--- src/rtl/ikin_sqrt_cell.sv ---
// One root bit of the pipelined integer square root.
// Standalone cell; chained in the top level.
`default_nettype none
module ikin_sqrt_cell #(
  parameter int K = 0
) (
  input  logic        clk,
  input  logic        en,
  input  logic [63:0] rem_in,
  input  logic [30:0] root_in,
  output logic [63:0] rem_out,
  output logic [30:0] root_out
);

  logic [63:0] trial;
  logic        ge;

  // (r + 2^K)^2 - r^2
  assign trial = (64'(root_in) << (K + 1)) + (64'(1) << (2 * K));
  assign ge    = rem_in >= trial;

  always_ff @(posedge clk) begin
    if (en) begin
      rem_out  <= ge ? rem_in - trial : rem_in;
      root_out <= ge ? (root_in | (31'(1) << K)) : root_in;
    end
  end

endmodule
`default_nettype wire

--- config.mk ---
export PLATFORM = sky130hd
export DESIGN_NAME = ikin_sqrt_cell
export DESIGN_NICKNAME = d
export VERILOG_FILES = /design/src/rtl/ikin_sqrt_cell.sv
export SDC_FILE = /design/constraint.sdc
export NUM_CORES = 1
export LEC_CHECK = 0
export BUFFER_PORTS_ARGS = -buffer_cell sky130_fd_sc_hd__buf_4
export CAP_MARGIN = 20
export CORE_ASPECT_RATIO = 0.7
export CORE_UTILIZATION = 57
export DETAILED_ROUTE_END_ITERATION = 8
export PLACE_DENSITY = 0.87
export SYNTH_ARGS = -nofsm -noshare
export SYNTH_HDL_FRONTEND = slang
export SYNTH_SLANG_ARGS = --single-unit
export TNS_END_PERCENT = 1
--- constraint.sdc ---
create_clock -name clk -period 4 [get_ports clk]
set_input_delay 0.4 -clock clk [delete_from_list [all_inputs] [get_ports clk]]
set_output_delay 0.4 -clock clk [all_outputs]
set_load 0.02 [all_outputs]
Yosys cells after proc, flatten, opt, wreduce, memory -nomap -nowiden
Index checks and enable logic that the tools add are counted.
{ "classes": {"n_eq_ne": 0, "n_bitwise": 0, "mul": 0, "magnitude_cmp": 1, "add_sub_neg": 2, "shifts": 0, "n_reduce_logical": 0, "mux": 1, "div": 0} }
{ "ops": {"columns": ["cell", "n"], "rows": [
  ["64-bit by 33-bit greater-or-equal comparator with 1-bit output", 1],
  ["64-bit two-way mux", 1],
  ["64-bit by 33-bit subtractor with 64-bit output", 1],
  ["32-bit by 1-bit adder with 33-bit output (second input constant)", 1]
]} }
{ "word_totals": {"register_bits": 95, "output_inout_bits": 95, "ramBits": 0, "n_memories": 0, "mem_bits_ro": 0, "latchBits": 0} }

Logic depth before layout (Yosys ltp)
{ "depth": {"word_depth": 3, "ltp_mapped": 12} }

Worst setup path before layout
Ideal clock, no wire load.
{ "synth_timing": {"path_kind": "in2reg", "from": "input root_in[22]", "to": "register rem_out[63], data pin", "required_time_ns": 3.742, "setup_time_ns": 0.258, "path_stages": 12, "path_slack_ns": 1.151, "arrival_ns": 2.591, "path_buffers": 3, "path_cell_list": "inv_1 ha_1 buf_2 nand4_2 or3_1 o41a_1 o211ai_2 or2_1 buf_2 buf_6 nand4_1 xnor2_1"} }
{ "synth_via": {"elab_chain_len": 3, "elab_cells_between_ends": 4, "classes_between": "2 x add/sub; 1 x order compare; 1 x mux"} }
{ "synth_lines": {"columns": ["item", "line", "text"], "rows": [
  ["start, declared", "10", "input logic [30:0] root_in,"],
  ["32-bit by 1-bit adder with 33-bit output *", "19", "assign trial = (64'(root_in) << (K + 1)) + (64'(1) << (2 * K));"],
  ["64-bit by 33-bit subtractor with 64-bit output or 64-bit by 33-bit greater-or-equal comparator with 1-bit output (tied branches)", "24, 20", null],
  ["64-bit two-way mux *", "24", "rem_out <= ge ? rem_in - trial : rem_in;"],
  ["end signal, assigned", "24", null],
  ["end, declared", "11", "output logic [63:0] rem_out,"]
]} }
Every way passes the cells marked *; elsewhere a longest branch is shown, timed or not.
A chain may end at the register's enable or synchronous reset.

Worst setup path in the final report
{ "layout_timing": {"from": "input rem_in[3]", "to": "register rem_out[55], data pin"} }
{ "layout_via": {"elab_chain_len": 2, "elab_cells_between_ends": 3, "classes_between": "1 x add/sub; 1 x order compare; 1 x mux"} }
{ "layout_lines": {"columns": ["item", "line", "text"], "rows": [
  ["start, declared", "9", "input logic [63:0] rem_in,"],
  ["64-bit by 33-bit subtractor with 64-bit output or 64-bit by 33-bit greater-or-equal comparator with 1-bit output (tied branches)", "24, 20", null],
  ["64-bit two-way mux *", "24", null]
]} }
Marked as above.

==> reports/results.ini <==
[synth]
synth_edf_count = 95
synth_flop_cell = edfxtp_1
async_flop_share = 0
syn_nets = 756
yosysSeqAreaShare = 0.450
synth.distinct_cells = 72
synth_seq_cells = 95
synth_area_mm2 = 0.00634
avgSynthCellArea_um2 = 10.1
yosysWarnings = 0
syn_inst = 626

[clock_tree]
clk_pin_slew_worst_paths_ps = 70
cts_tree = done
cts_root_buf = clkbuf_16
cts_buffers = 9
hold_buffers = 0
h-tree-depth = 3
cts_resized = 0
clock-sinks = 95
cts_buffer_depth = 2
post_cts_buffers = 0

[status]
status = completed

[global_route]
grt_max_degree = 79
grt_use_total = 0.374
grt_pass1_wl_um = 32600
grt-ovfl-total = 0
grt_pass1_vias = 5855
antenna_found_initial = 1

[flow_run]
cap_violations = 0

[sta]
finalWorstSetupSlack_ps = 800
setup_tns_ps = 0
final-hold-violation-count = 0
min_period_ps = 3200
setup_viol = 0
tightest_slew_ps = 968
rsz0062_at_grt = no
finalCritPeriodShare = 0.800
drv_slew = 0
slew_headroom = 0.355
fmax_mhz = 313

[layout]
stdcell_count = 976
drive_gt1_frac = 0.304
fin_nets = 954
fillCellCount = 656
area_growth_pct = 30.3
register_area_mm2 = 0.00285
multi_input_area_mm2 = 0.00324
diodes = 0

[die]
coreArea_mm2 = 0.0106
io_pins = 192
dieHeight_um = 90.3
initial_core_util = 0.599
die_w_um = 128
dieArea_mm2 = 0.0116
num_rows = 31

[detailed_routing]
vias = 6294
vias_per_cell = 6.45
wire_per_inst_um = 22.0
detail-route-antenna-nets = 0
drc = 0
drtIter0Drc = 730
wl_um = 21500
first_pass_iters = 8

[pwr]
power_mw = 3.05
peakVddDrop_mv = 0.265
pwr_density_cell_mw_per_mm2 = 369
leakage_nw = 3.36

[setup_path]
cp.arrival_ps = 3270
crit_chain = buf_4 -> ha_1 -> a21o_1 -> a21oi_2 -> a211oi_1 -> o31ai_2 -> a211oi_2 -> buf_4 -> a2111oi_2 -> xor2_1
required_ps = 4070
critPathMostFrequentCell = buf_4
path_class = in2reg
critPathCaptureType = flop
cp_slowest_cell = o31ai_2
cp_slowest_stage_delay_ps = 680
worst-path-max-fanout = 7
start_kind = input pin

[placed_design]
place_ws_ps = 652
post-dp-hpwl_um = 16800
portBuffers = 191
dp_cells = 961
place_congestion = 0.992

[min_path]
holdCritStartpoint = root_in[9]
hold_class = in2reg
holdPathStages = 1
hold_end = root_out[9]

through the flow:
stage | area (um2) | hold WS, ps | util
after floorplan | 6340 | 499 | -
after detailed placement | 7970 | 590 | 0.753
final | 8260 | 232 | 0.780
after CTS | 8260 | 232 | 0.780
after global placement | 7970 | 587 | 0.753
after global routing | 8260 | 230 | 0.780
kinds of logic after synthesis:
| family | after synthesis | share of synthesized area |
|---|---|---|
| AOI/OAI and AO/OA | 156 | 0.172 |
| DFF | 95 | 0.450 |
| and+or+nand+nor | 224 | 0.191 |
| adders and majority gates | 33 | 0.0663 |
| buffers and inverters | 60 | 0.0400 |
| muxes | 2 | 0.00335 |
| xor gates and xnor gates | 56 | 0.0773 |
sequential cells by signal, summed over array words and instances (netlist names):
register,flops
root_out,31
rem_out,64
how the worst max path moves through the flow:
| stage | from | slack [ps] | cells past startpoint | to |
|---|---|---|---|---|
| after floorplan | root_in[22] | 1150 | 12 | rem_out[63] |
| after global placement | rem_in[3] | 730 | 10 | rem_out[55] |
| after detailed placement | rem_in[3] | 650 | 10 | rem_out[55] |
| after CTS | rem_in[3] | 910 | 10 | rem_out[55] |
| after global routing | rem_in[3] | 760 | 10 | rem_out[55] |
| final | rem_in[3] | 800 | 10 | rem_out[55] |
critical path: cells and delay by family:
kind,cells,cell delay [ps]
fa+ha+maj,1,380
compound gates,6,1990
buf+inv,2,350
xor+xnor,1,140
final cells by class:
class                      instances  share of cell area
clock buffer                      10              0.0277
clock inverter                     5             0.00712
inverter                          41              0.0186
multi-input combinational        471               0.392
sequential                        95               0.345
tap                              148              0.0224
timing repair buffer             206               0.187
report_power, final:
group | internal (mW) | switching (mW) | total, mW | leakage, nW
clock | 0.483 | 0.382 | 0.865 | 0.135
combinational | 0.365 | 0.554 | 0.919 | 2.30
sequential | 1.23 | 0.0347 | 1.26 | 0.930
routing by layer:
| layer | GRT usage | up-vias | share of wire |
|---|---|---|---|
| li1 | - | 2744 | - |
| met1 | 0.539 | 2965 | 0.41 |
| met2 | 0.543 | 532 | 0.42 |
| met3 | 0.135 | 53 | 0.15 |
| met4 | 0.0716 | 0 | 0.016 |
| met5 | 0 | - | 0 |
placed cells by master (no fill, tap or decap), drive strengths merged, types with 27 or more instances in the layout:
cell	synthesis	final
inv	41	42
nand2	57	57
xor2	29	29
buf	13	206
nor2	49	49
o21ai	31	31
xnor2	27	27
a21oi	57	57
ha	32	32
edfxtp	95	95
cell usage after synthesis, types with 4 or more instances:
cell type  count  area share
a211oi_1       7      0.0083
and3_1         4      0.0039
o211a_1        4      0.0063
nor3_1        22       0.017
xnor2_1       27       0.037
nor2_1        49       0.029
a21o_1         7      0.0083
nor4_2         5      0.0099
inv_1         41       0.024
o221ai_1       5      0.0069
o21ai_0       30       0.024
nand2b_1       5      0.0049
o31ai_1        4      0.0047
or3_1         10      0.0099
edfxtp_1      95        0.45
nor4_1        15       0.015
nand3_1       10      0.0079
ha_1          32       0.063
xor2_1        29       0.040
a21oi_1       55       0.043
clkbuf_1       6      0.0036
nand4_1       17       0.017
and2_1         4      0.0039
nand2_1       57       0.034
o21a_1         8      0.0095
buf_2         11      0.0087
Note: power is estimated with default switching activity, not from simulation.
