==> src/rtl/ikin_div_cell.sv <==
// One quotient bit of the pipelined restoring divider.
// Standalone cell; chained in the top level.
`default_nettype none
module ikin_div_cell #(
  parameter int K = 0
) (
  input  logic        clk,
  input  logic        en,
  input  logic [63:0] rem_in,
  input  logic [32:0] den_in,
  input  logic [30:0] quo_in,
  output logic [63:0] rem_out,
  output logic [32:0] den_out,
  output logic [30:0] quo_out
);

  logic [63:0] sub;
  logic        ge;

  assign sub = 64'(den_in) << K;
  assign ge  = rem_in >= sub;

  always_ff @(posedge clk) begin
    if (en) begin
      rem_out <= ge ? rem_in - sub : rem_in;
      den_out <= den_in;
      quo_out <= ge ? (quo_in | (31'(1) << K)) : quo_in;
    end
  end

endmodule
`default_nettype wire

==> config.mk <==
export PLATFORM = sky130hd
export DESIGN_NAME = ikin_div_cell
export DESIGN_NICKNAME = d
export VERILOG_FILES = /design/src/rtl/ikin_div_cell.sv
export SDC_FILE = /design/constraint.sdc
export NUM_CORES = 1
export LEC_CHECK = 0
export CORE_UTILIZATION = 34
export DETAILED_ROUTE_END_ITERATION = 16
export DONT_BUFFER_PORTS = 1
export SYNTH_ARGS = -nofsm -noshare
export SYNTH_HDL_FRONTEND = slang
export SYNTH_SLANG_ARGS = --single-unit
==> constraint.sdc <==
create_clock -name clk -period 5.55 [get_ports clk]
set_input_delay 0.555 -clock clk [delete_from_list [all_inputs] [get_ports clk]]
set_output_delay 0.555 -clock clk [all_outputs]
set_load 0.1 [all_outputs]
# Yosys cells after proc, flatten, opt, wreduce, memory -nomap -nowiden
# Index checks and enable logic that the tools add are counted.
[classes]
n_addsub = 1
magnitude_cmp = 1
n_mux = 1
[ops]
columns = ["op", "count"]
rows = [
  ["64-bit by 33-bit >= comparator with 1-bit output", 1],
  ["64-bit 2-to-1 mux", 1],
  ["64-bit by 33-bit subtractor with 64-bit output", 1],
]
[word_totals]
register_bits = 128
inputBits = 130
out_inout_bits = 128
word_cells = 7

# Longest topological paths before layout
# Gate-level depths: netlist of run 1.
[logic_depth]
depth_word = 2
mapped_depth = 13
ltp_nobuf = 11

# Least setup slack after synthesis of run 1
# No wires, ideal clock.
[synth_timing]
path_kind = "input port to flip-flop"
start = "in rem_in[0]"
end = "reg rem_out[47], data pin"
setup_ns = 0.258
arrival_time_ns = 2.791
t_required_ns = 5.292
slack_ns = 2.501
stages = 13
path_buffers = 2
path_cell_list = "inv_1 ha_1 fa_1 nand2b_1 a21oi_1 o2111ai_1 a21bo_2 a31oi_4 or2_1 buf_2 buf_6 nand3_1 xnor2_1"
[synth_via]
elab_chain_cells = 2
elab_cells_between_ends = 3
cone_classes = "1 x add/sub; 1 x order compare; 1 x mux"
[synth_lines]
columns = ["item", "line_no", "rtl"]
rows = [
  ["start, declared", "9", "input logic [63:0] rem_in,"],
  ["64-bit by 33-bit subtractor with 64-bit output / 64-bit by 33-bit >= comparator with 1-bit output (equally long branches)", "25, 21", ""],
  ["64-bit 2-to-1 mux *", "25", "rem_out <= ge ? rem_in - sub : rem_in;"],
  ["end signal, assigned", "25", ""],
  ["end, declared", "12", "output logic [63:0] rem_out,"],
]
# Mark *: on every way between the ends. The rest lies on a longest branch, timed or not.
# A chain may end at the register's enable or synchronous reset.

# Worst setup path in the final report of run 1
[layout_timing]
start = "in rem_in[0]"
end = "reg rem_out[16], data pin"
# The elaborated chain is that of the path after synthesis.

==> impl_results.md, run 1 <==
* Status: finished, final reports clean
* Die Span Y at about 150 microns
* Part of the power in registers at 0.557
* Critical Path Stages at 11
* CP cell instances: inv_1 > ha_1 > fa_1 > nand2b_1 > a21oi_1 > o2111ai_1 > a21bo_2 > a31oi_4 > or2_2 > buf_4 > a21oi_1
* Post-synth top area share at 0.538
* Mapped Cells at 654
* Max Root-Sink Buffers at 2
* #FFs+latches synth at about 130
* Lkg Pwr at roughly 3 nW
* Ranking of synthesized cells by area: edfxtp_1, ha_1, a21oi_1
* DP Wirelength at 14300 microns
* Cell Int Power at 2.09 mW
* Post-DR wirelength/cell at a little over 20 microns
* Relative slew slack at 0.338
* Die ar. at 21600 sq um
* CP peak stage delay at 0.63 ns
* Buf/Inv on CP at 2
* Finished Core Util at 0.393
* Cell taking the most area after synthesis: edfxtp_1
* Max Slew Vio Count at 0
* CP Capture Type: flip-flop
* TritonRoute pass-1 iters at 5
* Synthesized area per cell at between 10 and 15 sq um
* Period utilization at 0.600
* H-tree Lvls at 4
* Routed Wire Length at approximately 19000 microns
* Worst hold start: den_in[27]
* Syn Std Cell Area at roughly 7100 sq um
* Antenna violations before repair at 1
* IO Count at between 200 and 300
* Post-DR vias/cell at 5.38
* GRT overflow at 0
* Hold Path End: den_out[27]
* Final Hold Vio Count at 0
* Sw frac at 0.401
* Num CTS Buffers at 17
* Required time worst endpoint at 5.71 ns
* Core area at 20400 sq um
* Ratio of cells with drive above 1 in the final layout at 0.0690
* Most frequent CP cell: a21oi_1
* Worst setup SP type: input port
* Hold_buf cts at 0
* Post CTS Setup Buffer Count at 0
* Primary FF master, synth: edfxtp_1
* Data arrival, critical path at about 3.5 ns
* NetSw at about 1.4 mW
* Chip Width at about 150 microns
* Starting Density at 0.350
* CTS tree: built
* Via count at approximately 5000
* Setup violators final at 0
* Number of synthesized flops with an enable pin at ~130
* Syn_nets at around 820
* FMAX at between 300 and 400 MHz
* Post-layout min period at 3.33 ns
* Setup TNS at 0 ns
* Initial DRC Count at roughly 400
* Total GRT Usage at 0.175
* Register area share after synthesis at 0.538
* DRC viols at 0
* Layout area overhead at 12.4%
* Final worst setup slack at between 2 and 2.5 ns
* Yosys Warn Count at 0
* Synth cell types at 65
* Final ANT Viol Nets at 0
* Site row count at 52
* Dpl ws at roughly 1.8 ns
* Pin count of the biggest net entering global routing at 129
* Logic pwr share at 0.088
* Max Cap Viol at 0
* Critical path's top delay family: compound AO/OA/AOI/OAI gates
* Tightest Pin Transition at around 1.0 ns
* Asr flop ratio synth at 0
* Clock sink total at 128
* Clk network pwr share at 0.356
* IO buf count at 0
* Post-cts resize count at 0
* GP Congestion at approximately 0.84
* CP max-delay cell: or2_2
* Clk slew on worst S/H paths at approximately 0.06 ns
* Hold depth at 0
* Kind of critical path: input port to flip-flop
* Fin nets at approximately 820
* Worst vdd ir at about 0.17 mV
* Unrepaired setup endpoints after global routing: no
* Most frequent cells in the layout: edfxtp_1, a21oi_1, nor2_1, nand2_1, inv_1
* Power Density at 434 nW/um^2
* Root buf cell: clkbuf_16
* First-pass GRT wire length at roughly 29000 microns
* CP max FO at 35
* Worst hold path class: input port to flip-flop
* Vias in the first global route at 5066
* Most common cell after layout, fill and taps aside: edfxtp_1
## stage by stage
stage	std cells	hold WS [ns]	power, mW	instance area, sq um
2_1_floorplan	654	0.654	2.18	7140
3_3_place_gp	905	0.654	2.26	7380
3_5_place_dp	905	0.654	2.26	7380
4_1_cts	937	0.211	3.51	8030
5_1_grt	938	0.201	3.60	8030
6_report	938	0.227	3.49	8030
## layer usage
metal,global-route usage,vias up,part of all wire
li1,-,2446,-
met2,0.283,220,0.47
met1,0.207,2350,0.41
met4,0.0809,0,0.032
met3,0.0630,33,0.086
met5,0,-,0
## worst max-delay path by stage
stage / from / endpoint
floorplan: rem_in[0] / rem_out[47]
global placement: rem_in[0] / rem_out[13]
detailed placement: rem_in[0] / rem_out[16]
CTS: rem_in[0] / rem_out[16]
global route: den_in[25] / rem_out[16]
finish: rem_in[0] / rem_out[16]
## synth_stat cells, types with 4 or more instances
cell and n:
edfxtp_1 128, buf_2 12, xor2_1 34, nor3_1 18, xnor2_1 23, inv_1 41
nand4_1 10, ha_1 33, o31ai_1 7, o21a_1 5, nand2b_1 4, clkbuf_1 6
or3_1 5, nor2_1 62, and2_1 6, nor3b_1 4, nand2_1 55, nor2b_1 4
a21oi_1 69, or4_1 6, o21ai_0 23, nand3_1 13, a21o_1 13, a31oi_1 4
nor4_1 8, nor4b_1 5
## layout make-up
type | instances | area (sq um)
fill | 1982 | 12400
inverter | 41 | 154
timing repair buffer | 1 | 7.51
multi-input combinational | 465 | 3040
tap | 270 | 338
clock inverter | 15 | 220
sequential | 128 | 3840
antenna | 1 | 2.50
clock buffer | 17 | 425
## registers in the layout (all words and copies together) (netlist names)
signal	count
rem_out	64
den_out	33
quo_out	31
## kinds of logic after synthesis
family,Yosys count,share of synthesized area
AO/OA/AOI/OAI,156,0.138
AND/OR/NAND/NOR,218,0.157
buffers and inverters,61,0.0363
flip-flops,128,0.538
XOR/XNOR,57,0.0699
adder cells (fa/ha/maj),34,0.0606
## power groups by stage
stage	clock network, mW	registers [mW]	logic [mW]
floorplan	0	1.94	0.242
global placement	0	1.96	0.301
detailed placement	0	1.96	0.301
CTS	1.27	1.94	0.305
global route	1.31	1.95	0.344
finish	1.24	1.94	0.306
Power figures use the tool's default switching activity.
==> run 2: changes to the inputs <==
Clock period 5.55 ns to 3.09 ns, I/O delays scaled along.
==> impl_results.md, run 2 (synthesis results as in run 1) <==
* Period utilization at 0.875
* Core area at 20400 sq um (unchanged)
* Starting Density at 0.350 (unchanged)
* Part of the power in registers at 0.582 (+0.025)
* Setup violators final at 0 (unchanged)
* Initial DRC Count at 370 (-5.4%)
* Unrepaired setup endpoints after global routing: no
* Kind of critical path: input port to flip-flop
* NetSw at 2.51 mW (+80%)
* Clock sink total at 128 (unchanged)
* GRT overflow at 0 (unchanged)
* Setup crit start: rem_in[0]
* Fin nets at 914 (+12%)
* Sw frac at 0.419 (+0.0184)
* Worst setup SP type: input port
* Power Density at 677 nW/um^2 (+56%)
* Most frequent cells in the layout: edfxtp_1, a21oi_1, dlygate4sd3_1, nor2_1, nand2_1
* Pin count of the biggest net entering global routing at 72 (-44%)
* Post-cts resize count at 0 (unchanged)
* Die Span Y at 147 microns (unchanged)
* Max Slew Vio Count at 0 (unchanged)
* Max Cap Viol at 0 (unchanged)
* IO Count at 258 (unchanged)
* Die ar. at 21600 sq um (unchanged)
* Lkg Pwr at 3.34 nW (+13%)
* Antenna violations before repair at 0 (-1)
* Tightest Pin Transition at 0.970 ns (-0.0261 ns)
* H-tree Lvls at 4 (unchanged)
* Root buf cell: clkbuf_16
* Placed insts at 937 (+3.5%)
* Site row count at 52 (unchanged)
* Worst vdd ir at 0.285 mV (+66%)
* DRC viols at 0 (unchanged)
* Ratio of cells with drive above 1 in the final layout at 0.0986 (+0.0296)
* DP Wirelength at 14700 microns (+3.1%)
* Logic pwr share at 0.114 (+0.026)
* First-pass GRT wire length at 29700 microns (+3.3%)
* Worst hold start: en
* Routed Wire Length at 20000 microns (+5.2%)
* Biggest regs: rem_out x64, den_out x33, quo_out x31
* TritonRoute pass-1 iters at 5 (unchanged)
* Post CTS Setup Buffer Count at 0 (unchanged)
* Clk network pwr share at 0.304 (-0.052)
* FMAX at 370 MHz
* Largest Register: rem_out
* Multi-input gate area at 3040 sq um (unchanged)
* Status: finished, final reports clean
* Largest register FFs at 64 (unchanged)
* Via count at 5379 (+6.5%)
* Cell Int Power at 3.48 mW (+66%)
* # fillers at 1972 (-0.50%)
* CP max FO at 14 (-60%)
* CTS tree: built
* Register area at 3840 sq um (unchanged)
* Final Hold Vio Count at 0 (unchanged)
* Worst hold path class: input port to flip-flop
* Antenna fix cells at 0 (-1)
* Post-layout min period at 2.70 ns
* Chip Width at 147 microns (unchanged)
* Dpl ws at -0.0150 ns (-1.81 ns)
* Relative slew slack at 0.355 (+0.0174)
* Clk slew on worst S/H paths at 0.06 ns (about the same)
* Post-DR wirelength/cell at 19.4 microns (-4.3%)
* Total GRT Usage at 0.182 (+0.00768)
* Hold_buf cts at 64 (+64)
* Power Total at 5.99 mW (+72%)
* Layout Cells excl Fill at 1031 (+9.9%)
* Required time worst endpoint at 3.30 ns (-2.41 ns)
* Final worst setup slack at 0.386 ns (-1.83 ns)
* Layout area overhead at 23.7%
* IO buf count at 0 (unchanged)
* Vias in the first global route at 5255 (+3.7%)
* Max Root-Sink Buffers at 2 (unchanged)
* CP Capture Type: flip-flop
* Num CTS Buffers at 17 (unchanged)
* Final ANT Viol Nets at 0 (unchanged)
* Data arrival, critical path at 2.92 ns (-0.57 ns)
* GP Congestion at 0.893 (+5.8%)
* Most common cell after layout, fill and taps aside: edfxtp_1
* Post-DR vias/cell at 5.22 (-3.1%)
[run 2: changes by cell type in the layout (fill, tap and decap cells not counted), sizes merged]
cell         delta
diode           -1
clkinvlp        +4
dlygate4sd3    +63
bufinv          -4
clkinv          +5
buf            +33
inv             -7
[run 2: per-layer routing]
layer	vias to the layer above	track usage	share of wire	wire length [microns]
met4	0	0.0902	0.032	636
met3	44	0.0469	0.065	1310
met2	219	0.293	0.47	9450
met1	2496	0.228	0.43	8610
met5	-	0	0	0
li1	2620	-	-	-
[run 2: power by group through the flow]
stage	Sequential, mW	Combinational, mW	Clock, mW
after floorplan	3.48	0.434	0
after global placement	3.52	0.589	0
after detailed placement	3.52	0.591	0
after CTS	3.49	0.681	1.86
after global routing	3.50	0.756	1.92
final	3.49	0.682	1.82
[run 2: final timing paths]
check	to	slack [ns]	cells after the start
setup / recovery	rem_out[58]	0.39	11
hold / removal	quo_out[3]	0.04	0
[run 2: final cells by class]
type                       count  area share
tap                          270      0.0382
timing repair buffer          97       0.107
multi-input combinational    465       0.344
clock inverter                13      0.0106
clock buffer                  17      0.0481
inverter                      41      0.0174
sequential                   128       0.435
[run 2: metrics by stage]
step	hold slack, ns	setup TNS [ns]	cell area [sq um]	utilization
after CTS	0.00148	0	8840	0.433
after floorplan	0.408	0	7140	-
after global placement	0.408	0	7660	0.375
final	0.0407	0	8840	0.433
after detailed placement	0.408	-0.0150	7660	0.375
after global routing	0.000546	0	8840	0.433
[run 2: critical path, cell delays in order]
cell and delay [ns]:
inv_1 0.02, ha_1 0.22, fa_1 0.41, nand2b_1 0.18, a21oi_1 0.25, o2111ai_1 0.22, a21bo_2 0.27, a31oi_4 0.21
nor2_4 0.11, nor4b_1 0.39, xor2_1 0.32
