[src/rtl/ikin_pkg.sv]
// Shared types, constants and helpers for the two-link arm inverse kinematics unit.
// Used by the CORDIC cell and the top level; depends on nothing.
`default_nettype none
package ikin_pkg;

  // CORDIC datapath width: covers the largest vector (phi) with gain headroom.
  localparam int CW = 50;
  // Angle accumulator width, 2^31 = pi, with room for the pre-rotation.
  localparam int ZW = 33;

  typedef logic signed [CW-1:0] cvec_t;
  typedef logic signed [ZW-1:0] cang_t;

  typedef struct packed {
    cvec_t x;
    cvec_t y;
    cang_t z;
  } rot_t;

  // Configuration register indexes.
  typedef enum logic [1:0] {
    REG_UPPER  = 2'd0,
    REG_FORE   = 2'd1,
    REG_OFFSET = 2'd2,
    REG_SPARE  = 2'd3
  } reg_idx_t;

  localparam logic [31:0] ATAN_TAB [32] = '{
    32'h20000000, 32'h12E4051D, 32'h09FB385B, 32'h051111D4, 32'h028B0D43,
    32'h0145D7E1, 32'h00A2F61E, 32'h00517C55, 32'h0028BE53, 32'h00145F2E,
    32'h000A2F98, 32'h000517CC, 32'h00028BE6, 32'h000145F3, 32'h0000A2F9,
    32'h0000517C, 32'h000028BE, 32'h0000145F, 32'h00000A2F, 32'h00000517,
    32'h0000028B, 32'h00000145, 32'h000000A2, 32'h00000051, 32'h00000028,
    32'h00000014, 32'h0000000A, 32'h00000005, 32'h00000002, 32'h00000001,
    32'h00000000, 32'h00000000
  };

  localparam cang_t QUARTER_TURN = 33'sh040000000;

  // Fold a left-half-plane vector into the right half plane.
  function automatic rot_t prerotate(input cvec_t xv, input cvec_t yv);
    rot_t r;
    r.x = xv;
    r.y = yv;
    r.z = '0;
    if (xv < 0) begin
      if (yv >= 0) begin
        r.x = yv;
        r.y = -xv;
        r.z = QUARTER_TURN;
      end else begin
        r.x = -yv;
        r.y = xv;
        r.z = -QUARTER_TURN;
      end
    end
    return r;
  endfunction

  // Round the accumulator to 32768 = pi and keep the low 16 bits.
  function automatic logic signed [15:0] round_angle(input cang_t z);
    cang_t t;
    t = z + 33'sd32768;
    return t[31:16];
  endfunction

endpackage
`default_nettype wire

[src/rtl/ikin_cordic_cell.sv]
// One vectoring CORDIC micro-rotation, registered.
// Depends on ikin_pkg for widths and the arctangent table.
`default_nettype none
module ikin_cordic_cell
  import ikin_pkg::*;
#(
  parameter int I = 0
) (
  input  logic  clk,
  input  logic  en,
  input  cvec_t x_in,
  input  cvec_t y_in,
  input  cang_t z_in,
  output cvec_t x_out,
  output cvec_t y_out,
  output cang_t z_out
);

  localparam logic [4:0] IDX = 5'(I);
  localparam cang_t STEP = $signed({1'b0, ATAN_TAB[IDX]});

  cvec_t dx;
  cvec_t dy;

  assign dx = y_in >>> I;
  assign dy = x_in >>> I;

  always_ff @(posedge clk) begin
    if (en) begin
      if (y_in >= 0) begin
        x_out <= x_in + dx;
        y_out <= y_in - dy;
        z_out <= z_in + STEP;
      end else begin
        x_out <= x_in - dx;
        y_out <= y_in + dy;
        z_out <= z_in - STEP;
      end
    end
  end

endmodule
`default_nettype wire

[config.mk]
export PLATFORM = sky130hd
export DESIGN_NAME = ikin_cordic_cell
export DESIGN_NICKNAME = d
export VERILOG_FILES = /design/src/rtl/ikin_pkg.sv /design/src/rtl/ikin_cordic_cell.sv
export SDC_FILE = /design/constraint.sdc
export NUM_CORES = 1
export LEC_CHECK = 0
export BUFFER_PORTS_ARGS = -buffer_cell sky130_fd_sc_hd__buf_2
export CORE_MARGIN = 1
export CORE_UTILIZATION = 40
export DETAILED_ROUTE_END_ITERATION = 8
export PLACE_DENSITY = 0.65
export SLEW_MARGIN = 10
export SYNTH_ARGS = -nofsm -noshare
export SYNTH_HDL_FRONTEND = slang
export SYNTH_SLANG_ARGS = --single-unit
[constraint.sdc]
create_clock -name clk -period 5.2 [get_ports clk]
set_input_delay 0.26 -clock clk [delete_from_list [all_inputs] [get_ports clk]]
set_output_delay 0.26 -clock clk [all_outputs]
set_load 0.02 [all_outputs]
; Word-level counts from Yosys, hierarchy flattened
; Index checks and enable logic that the tools add are counted.
[word_totals]
register_bits = 133
inputBits = 135
[classes]
addsub = 5
order_cmp = 1
n_mux = 3
[ops]
columns = operator, count
row1 = 50-bit two-way mux, 2
row2 = 50-bit subtractor, 2
row3 = 50-bit adder, 1
row4 = "50-bit by 1-bit >= comparator with 1-bit output, second input constant", 1
row5 = "33-bit by 31-bit adder with 33-bit output, second input constant", 1
row6 = 33-bit two-way mux, 1
row7 = "33-bit by 31-bit subtractor with 33-bit output, second input constant", 1

; Logic depth before layout (Yosys ltp)
; Gate-level depths: netlist of run 1.
[logic_depth]
word_depth = 2
ltp_mapped = 13
mapped_depth_nobuf = 13

; Worst setup path before layout of run 1
; Ideal clock, no wire load.
[synth_timing]
path_kind = input to register
from = input x_in[0]
to = register y_out[48], data pin
arrival_time_ps = 2771
required_time_ps = 4936
setup_slack_ps = 2165
path_stages = 12
path_buffers = 0
cell_sequence = ha_1 fa_1 nor2b_1 o21ai_0 a311o_1 o211a_1 o31ai_4 a211oi_2 nor2_1 and4_1 or3_1 xnor2_1
[synth_between]
elab_chain_cells = 2
word_cells_on_any_way = 3
cone_classes = add/sub (2) / mux (1)
[synth_rtl]
columns = item, line_no
row1 = "start, declared", ikin_cordic_cell.sv:11  ; input cvec_t x_in,
row2 = 50-bit adder or 50-bit subtractor (tied branches), "ikin_cordic_cell.sv:36, ikin_cordic_cell.sv:32"
row3 = 50-bit two-way mux *, ikin_cordic_cell.sv:30  ; if (y_in >= 0) begin
row4 = "end signal, assigned", ikin_cordic_cell.sv:32  ; y_out <= y_in - dy;
row5 = "end signal, assigned", ikin_cordic_cell.sv:36  ; y_out <= y_in + dy;
row6 = "end, declared", ikin_cordic_cell.sv:15  ; output cvec_t y_out,
; Every way passes the cells marked *; elsewhere a longest branch is shown, timed or not.
; A chain may end at the register's enable or synchronous reset.

; Worst setup path after layout of run 1
[layout_timing]
from = input x_in[0]
to = register y_out[40], data pin
; Same word-level chain as after synthesis.

==> results.tsv, run 1 <==
metric	value	unit
outcome	finished, final reports clean	
antenna violations before repair	3	
Top delay family on crit path	compound AO/OA/AOI/OAI gates	
DRT Pass-1 Iters	5	
H-tree levels	4	
largest area contributor in the netlist	edfxtp_1	
Sink Count	132	
initial DRC count	1305	
crit-path max cell delay	0.69	ns
Final min period	3.74	ns
Final GP Congestion	0.997	
vias in the first global route	12100	
final setup vio count	0	
synth cell count leaders	a21oi_1 (178), inv_1 (157), ha_1 (149), edfxtp_1 (132), nor2_1 (114)	
Congestion Overflow GR	0	
starting density of the core	40.9	%
maxcap violations	0	
P&R area growth vs syn	19.4	%
adder-cell area share of the yosys netlist	15.0	%
TritonCTS clock tree	done	
CP max-delay cell	nor4_1	
first-pass GRT wire length	68400	um
Final Max Slew Viols	0	
RSZ-0062 raised after global routing	no	
dpl ws	1.20	ns
synthesized area per cell	8.58	um2
DRT antenna net count	0	
crit path DAT	3.92	ns
ranking of synthesized cells by area	edfxtp_1 (30%), ha_1 (14%), a21oi_1 (6.9%), xnor2_1 (5.7%), inv_1 (4.5%)	
WP buf/inv	1	
pwr/cell area	279	nW/um2
Setup WS post-layout	1.46	ns
Async SR Flop Fraction	0	%
die outline height	182	um
top-count cell post-synth	a21oi_1	
Slew HR	36.5	%
Main synth FF type	edfxtp_1	
clk root buf	clkbuf_16	
DIE WIDTH	182	um
Detail Placement HPWL	35000	um
area fraction of the dominant cell type after synthesis	30.5	%
Avg Vias per Cell	5.72	
Synth Area in Simple Gates	13.2	%
fmax	0.267	GHz
Reg clk slew, reported paths	0.07	ns
required time worst endpoint	5.37	ns
Startpoint Class	input port	
via count	12700	
Final Hold Viols	0	
number of fill cells	3129	
library cells used by synthesis	83	
Most common cell on crit path	o21ai_0	
VDD IR max	0.000223	V
full die area	33200	um2
Final TNS setup	0	ns
worst min path class	input port to flop	
TritonCTS Buffers	17	
Total Routing Usage GR	26.8	%
Post-Synth XOR/XNOR Area	6.67	%
main combinational cell family by area after synthesis	compound AO/OA/AOI/OAI gates	
number of core rows	65	
fin nets	2053	
post-synthesis mux area share	2.32	%
Synth Area in Compound Gates	25.5	%
clock buffer depth	2	
period utilization	72.0	%
Worst Setup End Kind	flop	
crit path cell chain	buf_2 > ha_1 > fa_1 > nor2b_1 > o21ai_0 > a311o_1 > a211oi_1 > nor4_1 > o211ai_1 > a21bo_2 > a21boi_0 > o21ai_0 > xnor2_1	
# resized after CTS	0	
core area	31800	um2
Yosys reg bits	132	
Worst-Margin Slew	0.953	ns
Post-synth EDFFs	132	
LEAKAGE	6.88	nW
Worst Setup Path Type	input port to flop	
# port buffers	267	
Synth Net Count	1803	
crit-path max FO	5	
I/O pins	268	
synthesized cell area	13000	um2
Seq/Total Area, Yosys	30.5	%
YS warnings	0	
final wirelength	44900	um
DR WL/cell	20.3	um
fraction of layout cells with a size suffix above 1	18.7	%
largest net degree at the start of global routing	99	
Cells after Synth	1515	
DRC errors left	0	
## cell families (layout without fill, tap and decap cells)
| kind of cell | count (synthesis) | in the layout |
|---|---|---|
| muxes | 30 | 30 |
| xor gates and xnor gates | 99 | 99 |
| adders and majority gates | 153 | 153 |
| buffers and inverters | 230 | 493 |
| and+or+nand+nor | 356 | 356 |
| DFF | 132 | 132 |
| other | 0 | 3 |
| AOI/OAI and AO/OA | 515 | 515 |
## layout by cell type (no fill, tap or decap), types with 8 or more instances in the layout
cell / Yosys / layout
o211ai_1: 20 / 20
o21a_1: 18 / 18
nor4_1: 10 / 10
o21ai_1: 8 / 8
a21oi_1: 178 / 178
nand2b_1: 9 / 9
a31oi_1: 15 / 15
a21o_1: 40 / 40
xor2_1: 15 / 15
edfxtp_1: 132 / 132
o21bai_1: 31 / 31
clkbuf_16: 0 / 17
nor2b_1: 17 / 17
inv_1: 157 / 157
xnor2_1: 84 / 84
and4_1: 8 / 8
buf_2: 16 / 265
dlygate4sd3_1: 0 / 29
o21ai_0: 97 / 97
ha_1: 149 / 149
or3_1: 12 / 12
nand3_1: 21 / 21
o31ai_1: 9 / 9
mux2i_1: 29 / 29
nor2_1: 114 / 114
nand2_1: 81 / 81
nand4_1: 19 / 19
nor3_1: 34 / 34
a211oi_1: 11 / 11
## per-stage QoR
step	hold slack, ns	area (um2)	total power [mW]	instances	util [%]
final	0.145	15500	4.34	2216	48.8
after global routing	0.150	15500	4.54	2216	48.8
after CTS	0.120	15500	4.34	2213	48.8
after detailed placement	0.438	14600	3.09	2152	46.0
after global placement	0.436	14600	3.09	2152	46.0
after floorplan	0.359	13000	2.53	1515	-
## state kept, by name, summed over array words and instances, names as in the netlist
signal  flops
x_out      50
y_out      49
z_out      33
## layer usage
metal	share of wire [%]	vias to the layer above	GRT usage [%]
met1	46	6042	37.1
met5	0	-	0
li1	-	5957	-
met4	3.3	0	11.1
met2	45	578	41.5
met3	6.2	91	3.97
## what timing repair did
action	in CTS	in global routing
setup buffers	0	0
hold buffers	29	0
endpoints found under the hold margin	29	0
## report_power, final
group	total (mW)	internal [mW]	switching, mW	leakage, nW
logic	1.67	0.577	1.09	5.30
registers	1.44	1.39	0.0553	1.29
clock network	1.22	0.643	0.579	0.282
## final cells by class
type / instances / area [um2] / share of cell area (%)
multi-input combinational: 1153 / 8140 / 52.4
tap: 435 / 544 / 3.51
clock buffer: 17 / 425 / 2.74
antenna: 3 / 7.51 / 0.0484
inverter: 159 / 597 / 3.85
clock inverter: 15 / 159 / 1.02
sequential: 132 / 3960 / 25.6
timing repair buffer: 302 / 1680 / 10.8
## worst paths after layout
path	startpoint	depth (start not counted)	slack [ns]	end
max	x_in[0]	13	1.46	y_out[40]
min	z_in[29]	2	0.15	z_out[29]
No activity file was read; power rests on OpenSTA's default activity.
==> inputs of run 2 (changes only) <==
--- a/config.mk
+++ b/config.mk
@@ -9,7 +9,7 @@
 export CORE_MARGIN = 1
 export CORE_UTILIZATION = 40
 export DETAILED_ROUTE_END_ITERATION = 8
-export PLACE_DENSITY = 0.65
+export PLACE_DENSITY = 0.68
 export SLEW_MARGIN = 10
 export SYNTH_ARGS = -nofsm -noshare
 export SYNTH_HDL_FRONTEND = slang
==> constraint.sdc (replaced) <==
create_clock -name clk -period 3.4 [get_ports clk]
set_input_delay 0.17 -clock clk [delete_from_list [all_inputs] [get_ports clk]]
set_output_delay 0.17 -clock clk [all_outputs]
set_load 0.02 [all_outputs]
==> results.tsv, run 2 (synthesis results as in run 1) <==
metric	value	unit	change
outcome	finished, final reports clean		
worst min path class	input port to flop		
clock buffer depth	2		unchanged
RSZ-0062 raised after global routing	no		
Top delay family on crit path	compound AO/OA/AOI/OAI gates		
Worst Setup Path Type	input port to flop		
P&R area growth vs syn	31.2	%	
DR WL/cell	19.3	um	-4.6%
first-pass GRT wire length	71400	um	+4.3%
period utilization	95.5	%	
initial DRC count	1292		-1.0%
TritonCTS Buffers	17		unchanged
dpl ws	-0.330	ns	-1.53 ns
via count	13400		+5.5%
DRC errors left	0		unchanged
VDD IR max	0.000353	V	+58%
Final GP Congestion	0.978		-1.9%
Final min period	3.25	ns	
Detail Placement HPWL	37600	um	+7.4%
crit-path max cell delay	0.41	ns	-0.28 ns
DRT antenna net count	0		unchanged
crit path cell chain	buf_2 > buf_4 > ha_1 > fa_1 > nor2b_1 > o21ai_1 > buf_4 > a311o_1 > a211oi_2 > nor4_2 > buf_4 > o211ai_1 > a21bo_2 > a21boi_0 > o21ai_0 > xnor2_1		
Worst Setup End Kind	flop		
hold path cells	2		unchanged
Total Routing Usage GR	27.7	%	+0.99 points
Largest Register	x_out		
power consumption	7.05	mW	+63%
number of fill cells	3044		-2.7%
final wirelength	46700	um	+4.0%
commonest cells after routing, fill and taps aside	buf_2 (266), buf_4 (205), a21oi_1 (178), inv_1 (157), ha_1 (149)		
DRT Pass-1 Iters	5		unchanged
commonest non-fill, non-tap cell in the layout	buf_2		
Final Max Slew Viols	0		unchanged
Sink Count	132		unchanged
min-delay src	x_in[49]		
biggest regs	x_out: 50 flops, y_out: 49 flops, z_out: 33 flops		
Congestion Overflow GR	0		unchanged
required time worst endpoint	3.58	ns	-1.79 ns
Most common cell on crit path	buf_4		
placed instance area	16100	um2	+10%
final setup vio count	0		unchanged
DIE WIDTH	182	um	unchanged
vias in the first global route	13000		+7.6%
CP max-delay cell	fa_1		
clk root buf	clkbuf_16		
largest net degree at the start of global routing	76		-23%
fin nets	2252		+9.7%
H-tree levels	4		unchanged
Setup WS post-layout	0.154	ns	-1.30 ns
fmax	0.308	GHz	
# port buffers	267		unchanged
LEAKAGE	7.85	nW	+14%
crit path DAT	3.42	ns	-0.50 ns
Reg clk slew, reported paths	0.07	ns	about the same
I/O pins	268		unchanged
final std cells w/o fill	2416		+9.0%
starting density of the core	40.9	%	unchanged
fraction of layout cells with a size suffix above 1	27.0	%	+8.3 points
number of core rows	65		unchanged
pwr/cell area	414	nW/um2	+48%
Cells after DPL	2350		+9.2%
Slew HR	45.5	%	+9.0 points
core area	31800	um2	unchanged
antenna violations before repair	4		+1
crit-path max FO	5		unchanged
Startpoint Class	input port		
WP buf/inv	4		+3
Critical Path Start	x_in[0]		
full die area	33200	um2	unchanged
maxcap violations	0		unchanged
Final Hold Viols	0		unchanged
hold path endpoint	x_out[49]		
die outline height	182	um	unchanged
TritonCTS clock tree	done		
Avg Vias per Cell	5.53		-3.2%
max reg flops	50		unchanged
Worst-Margin Slew	0.809	ns	-0.144 ns
design area	17000	um2	+9.9%
[run 2: cell types whose count changed in the layout (fill, tap and decap cells not counted), sizes merged]
cell / change
clkinv: -2
buf: +199
inv: +1
bufinv: +1
diode: +1
[run 2: what timing repair did]
| item | in CTS | in global routing |
|---|---|---|
| hold buffers | 29 | 0 |
| endpoints found under the hold margin | 29 | 0 |
| gates resized for setup | 0 | 4 |
| setup endpoints to repair | 0 | 12 |
| buffers inserted | 0 | 1 |
[run 2: layout make-up]
type                    instances  area, um2  share of cell area [%]
well taps                     435        544                    3.19
repair buffers                501       3170                    18.6
clock buffers                  17        425                    2.50
diodes                          4       10.0                  0.0587
multi-input cells            1153       8160                    47.8
flip-flops and latches        132       3960                    23.3
clock inverters                15        178                    1.04
inverters                     159        597                    3.50
[run 2: how the worst max path moves through the flow]
stage / endpoint / slack [ns] / cells past startpoint
6_report: y_out[40] / 0.15 / 16
5_1_grt: y_out[32] / 0.04 / 16
4_1_cts: x_out[41] / 0.11 / 15
3_5_place_dp: x_out[41] / -0.33 / 15
3_3_place_gp: x_out[41] / -0.26 / 16
2_1_floorplan: y_out[48] / 0.45 / 12
[run 2: per-stage QoR]
| stage | hold slack (ns) | setup TNS (ns) | utilization [%] |
|---|---|---|---|
| after floorplan | 0.269 | 0 | - |
| after global placement | 0.347 | -4.16 | 50.7 |
| after detailed placement | 0.349 | -6.36 | 50.7 |
| after CTS | 0.0372 | 0 | 53.5 |
| after global routing | 0.0627 | 0 | 53.6 |
| final | 0.0449 | 0 | 53.6 |
[run 2: power by group]
| part | leakage (nW) | switching [mW] | total (mW) | internal, mW |
|---|---|---|---|---|
| Sequential | 1.29 | 0.0779 | 2.20 | 2.12 |
| Combinational | 6.26 | 1.75 | 2.88 | 1.13 |
| Clock | 0.293 | 0.910 | 1.97 | 1.06 |
[run 2: metal layers]
metal	track usage, %	up-vias	part of all wire, %
met3	3.75	74	6.5
li1	-	6365	-
met5	0	-	0
met4	8.94	0	2.4
met2	45.7	605	46
met1	37.5	6326	45
==> inputs of run 3 (changes only) <==
--- a/config.mk
+++ b/config.mk
@@ -7,9 +7,9 @@
 export LEC_CHECK = 0
 export BUFFER_PORTS_ARGS = -buffer_cell sky130_fd_sc_hd__buf_2
 export CORE_MARGIN = 1
-export CORE_UTILIZATION = 40
+export CORE_UTILIZATION = 52
 export DETAILED_ROUTE_END_ITERATION = 8
-export PLACE_DENSITY = 0.68
+export PLACE_DENSITY = 0.83
 export SLEW_MARGIN = 10
 export SYNTH_ARGS = -nofsm -noshare
 export SYNTH_HDL_FRONTEND = slang
==> results.tsv, run 3 (synthesis results as in run 1) <==
metric	value	unit	change
TritonCTS Buffers	17		unchanged
DR WL/cell	20.3	um	+5.1%
Startpoint Class	input port		
Largest Register	x_out		
Reg area	3960	um2	unchanged
Worst-Margin Slew	0.868	ns	+0.0597 ns
DRC errors left	0		unchanged
final setup vio count	0		unchanged
final std cells w/o fill	2250		-6.9%
crit-path max FO	5		unchanged
Avg Vias per Cell	6.00		+8.4%
fin nets	2200		-2.3%
period utilization	94.2	%	-1.3 points
Final Max Slew Viols	0		unchanged
worst min path class	input port to flop		
Slew HR	42.1	%	-3.4 points
Detail Placement HPWL	35800	um	-4.7%
starting density of the core	53.3	%	+12 points
number of core rows	57		-12%
pwr/cell area	420	nW/um2	+1.5%
M1 GR Usage	47.4	%	+9.9 points
grt peak-use layer	met2		
Sink Count	132		unchanged
first-pass GRT wire length	71100	um	-0.37%
commonest non-fill, non-tap cell in the layout	buf_2		
DRT antenna net count	0		unchanged
crit path DAT	3.36	ns	-0.06 ns
Reg clk slew, reported paths	0.07	ns	about the same
# port buffers	267		unchanged
RSZ-0062 raised after global routing	no		
fraction of layout cells with a size suffix above 1	24.9	%	-2.1 points
via count	13500		+0.94%
Multi-input gate area	8140	um2	-0.21%
Worst Setup Path Type	input port to flop		
LEAKAGE	7.60	nW	-3.1%
met3 usage	5.19	%	+1.4 points
maxcap violations	0		unchanged
VDD IR max	0.000297	V	-16%
die outline height	160	um	-12%
clk root buf	clkbuf_16		
core area	24400	um2	-23%
H-tree levels	4		unchanged
max reg flops	50		unchanged
P&R area growth vs syn	27.0	%	
met2 global-route usage	58.5	%	+13 points
TritonCTS clock tree	done		
Final Hold Viols	0		unchanged
commonest cells after routing, fill and taps aside	buf_2 (266), a21oi_1 (178), inv_1 (157), buf_4 (152), ha_1 (149)		
vias in the first global route	13000		+0.25%
outcome	finished, final reports clean		
Total Routing Usage GR	35.4	%	+7.6 points
power consumption	6.93	mW	-1.7%
I/O pins	268		unchanged
initial DRC count	1324		+2.5%
largest net degree at the start of global routing	104		+37%
antenna violations before repair	0		-4
clock buffer depth	2		unchanged
Congestion Overflow GR	0		unchanged
biggest regs	x_out: 50 flops, y_out: 49 flops, z_out: 33 flops		
full die area	25600	um2	-23%
Final GP Congestion	1.01		+3.1%
final wirelength	45800	um	-2.1%
Final min period	3.20	ns	-0.0426 ns
fmax	0.312	GHz	+1.3%
number of fill cells	2096		-31%
Worst Setup End Kind	flop		
Cells after DPL	2188		-6.9%
required time worst endpoint	3.56	ns	-0.02 ns
DRT Pass-1 Iters	7		+2
DIE WIDTH	160	um	-12%
==> run 3: cell count changes in the layout (fill, tap and decap cells not counted), moves of 2 or more <==
cell	delta
buf_4	-53
inv_6	-2
clkinv_8	+3
diode_2	-3
==> run 3: layout make-up <==
class | instances | share of cell area (%)
inverters | 159 | 3.62
clock inverters | 15 | 1.09
diodes | 1 | 0.0152
flip-flops and latches | 132 | 24.0
well taps | 324 | 2.46
multi-input cells | 1153 | 49.3
clock buffers | 17 | 2.58
repair buffers | 449 | 16.9
==> run 3: per-stage QoR <==
stage	setup slack [ns]	utilization, %	setup TNS [ns]	hold WS (ns)	area (um2)
floorplan	0.455	-	0	0.269	13000
global placement	-0.131	64.0	-1.16	0.346	15600
detailed placement	-0.251	64.0	-2.11	0.348	15600
CTS	0.168	67.7	0	0.0541	16500
global route	0.0478	67.7	0	0.0785	16500
finish	0.196	67.7	0	0.0657	16500
==> run 3: timing repair <==
item | 4_1_cts | 5_1_grt
gates resized for setup | 0 | 2
endpoints found under the hold margin | 29 | 0
hold buffers | 29 | 0
setup endpoints to repair | 0 | 6
setup buffers | 0 | 0
==> run 3: where the power goes <==
group,switching (mW),internal (mW)
Clock,0.917,1.00
Combinational,1.73,1.07
Sequential,0.0868,2.12
==> run 3: per-layer routing <==
metal	wire, um	vias to the layer above
met5	0	-
met4	1350	0
li1	-	6258
met2	21300	774
met3	3800	97
met1	19300	6367
==> run 3: final timing paths <==
path,start,end,slack [ns],depth (start not counted)
hold / removal,z_in[29],z_out[29],0.07,2
setup / recovery,x_in[0],y_out[40],0.20,16
==> run 3: critical path, cell delays in order <==
cell,delay [ns]
buf_2,0.09
buf_4,0.11
ha_1,0.17
fa_1,0.21
nor2b_1,0.18
o21ai_0,0.10
buf_4,0.15
a311o_2,0.42
a211oi_1,0.40
nor4_1,0.12
buf_4,0.16
o211ai_1,0.36
a21bo_2,0.29
a21boi_1,0.11
o21ai_0,0.23
xnor2_1,0.10
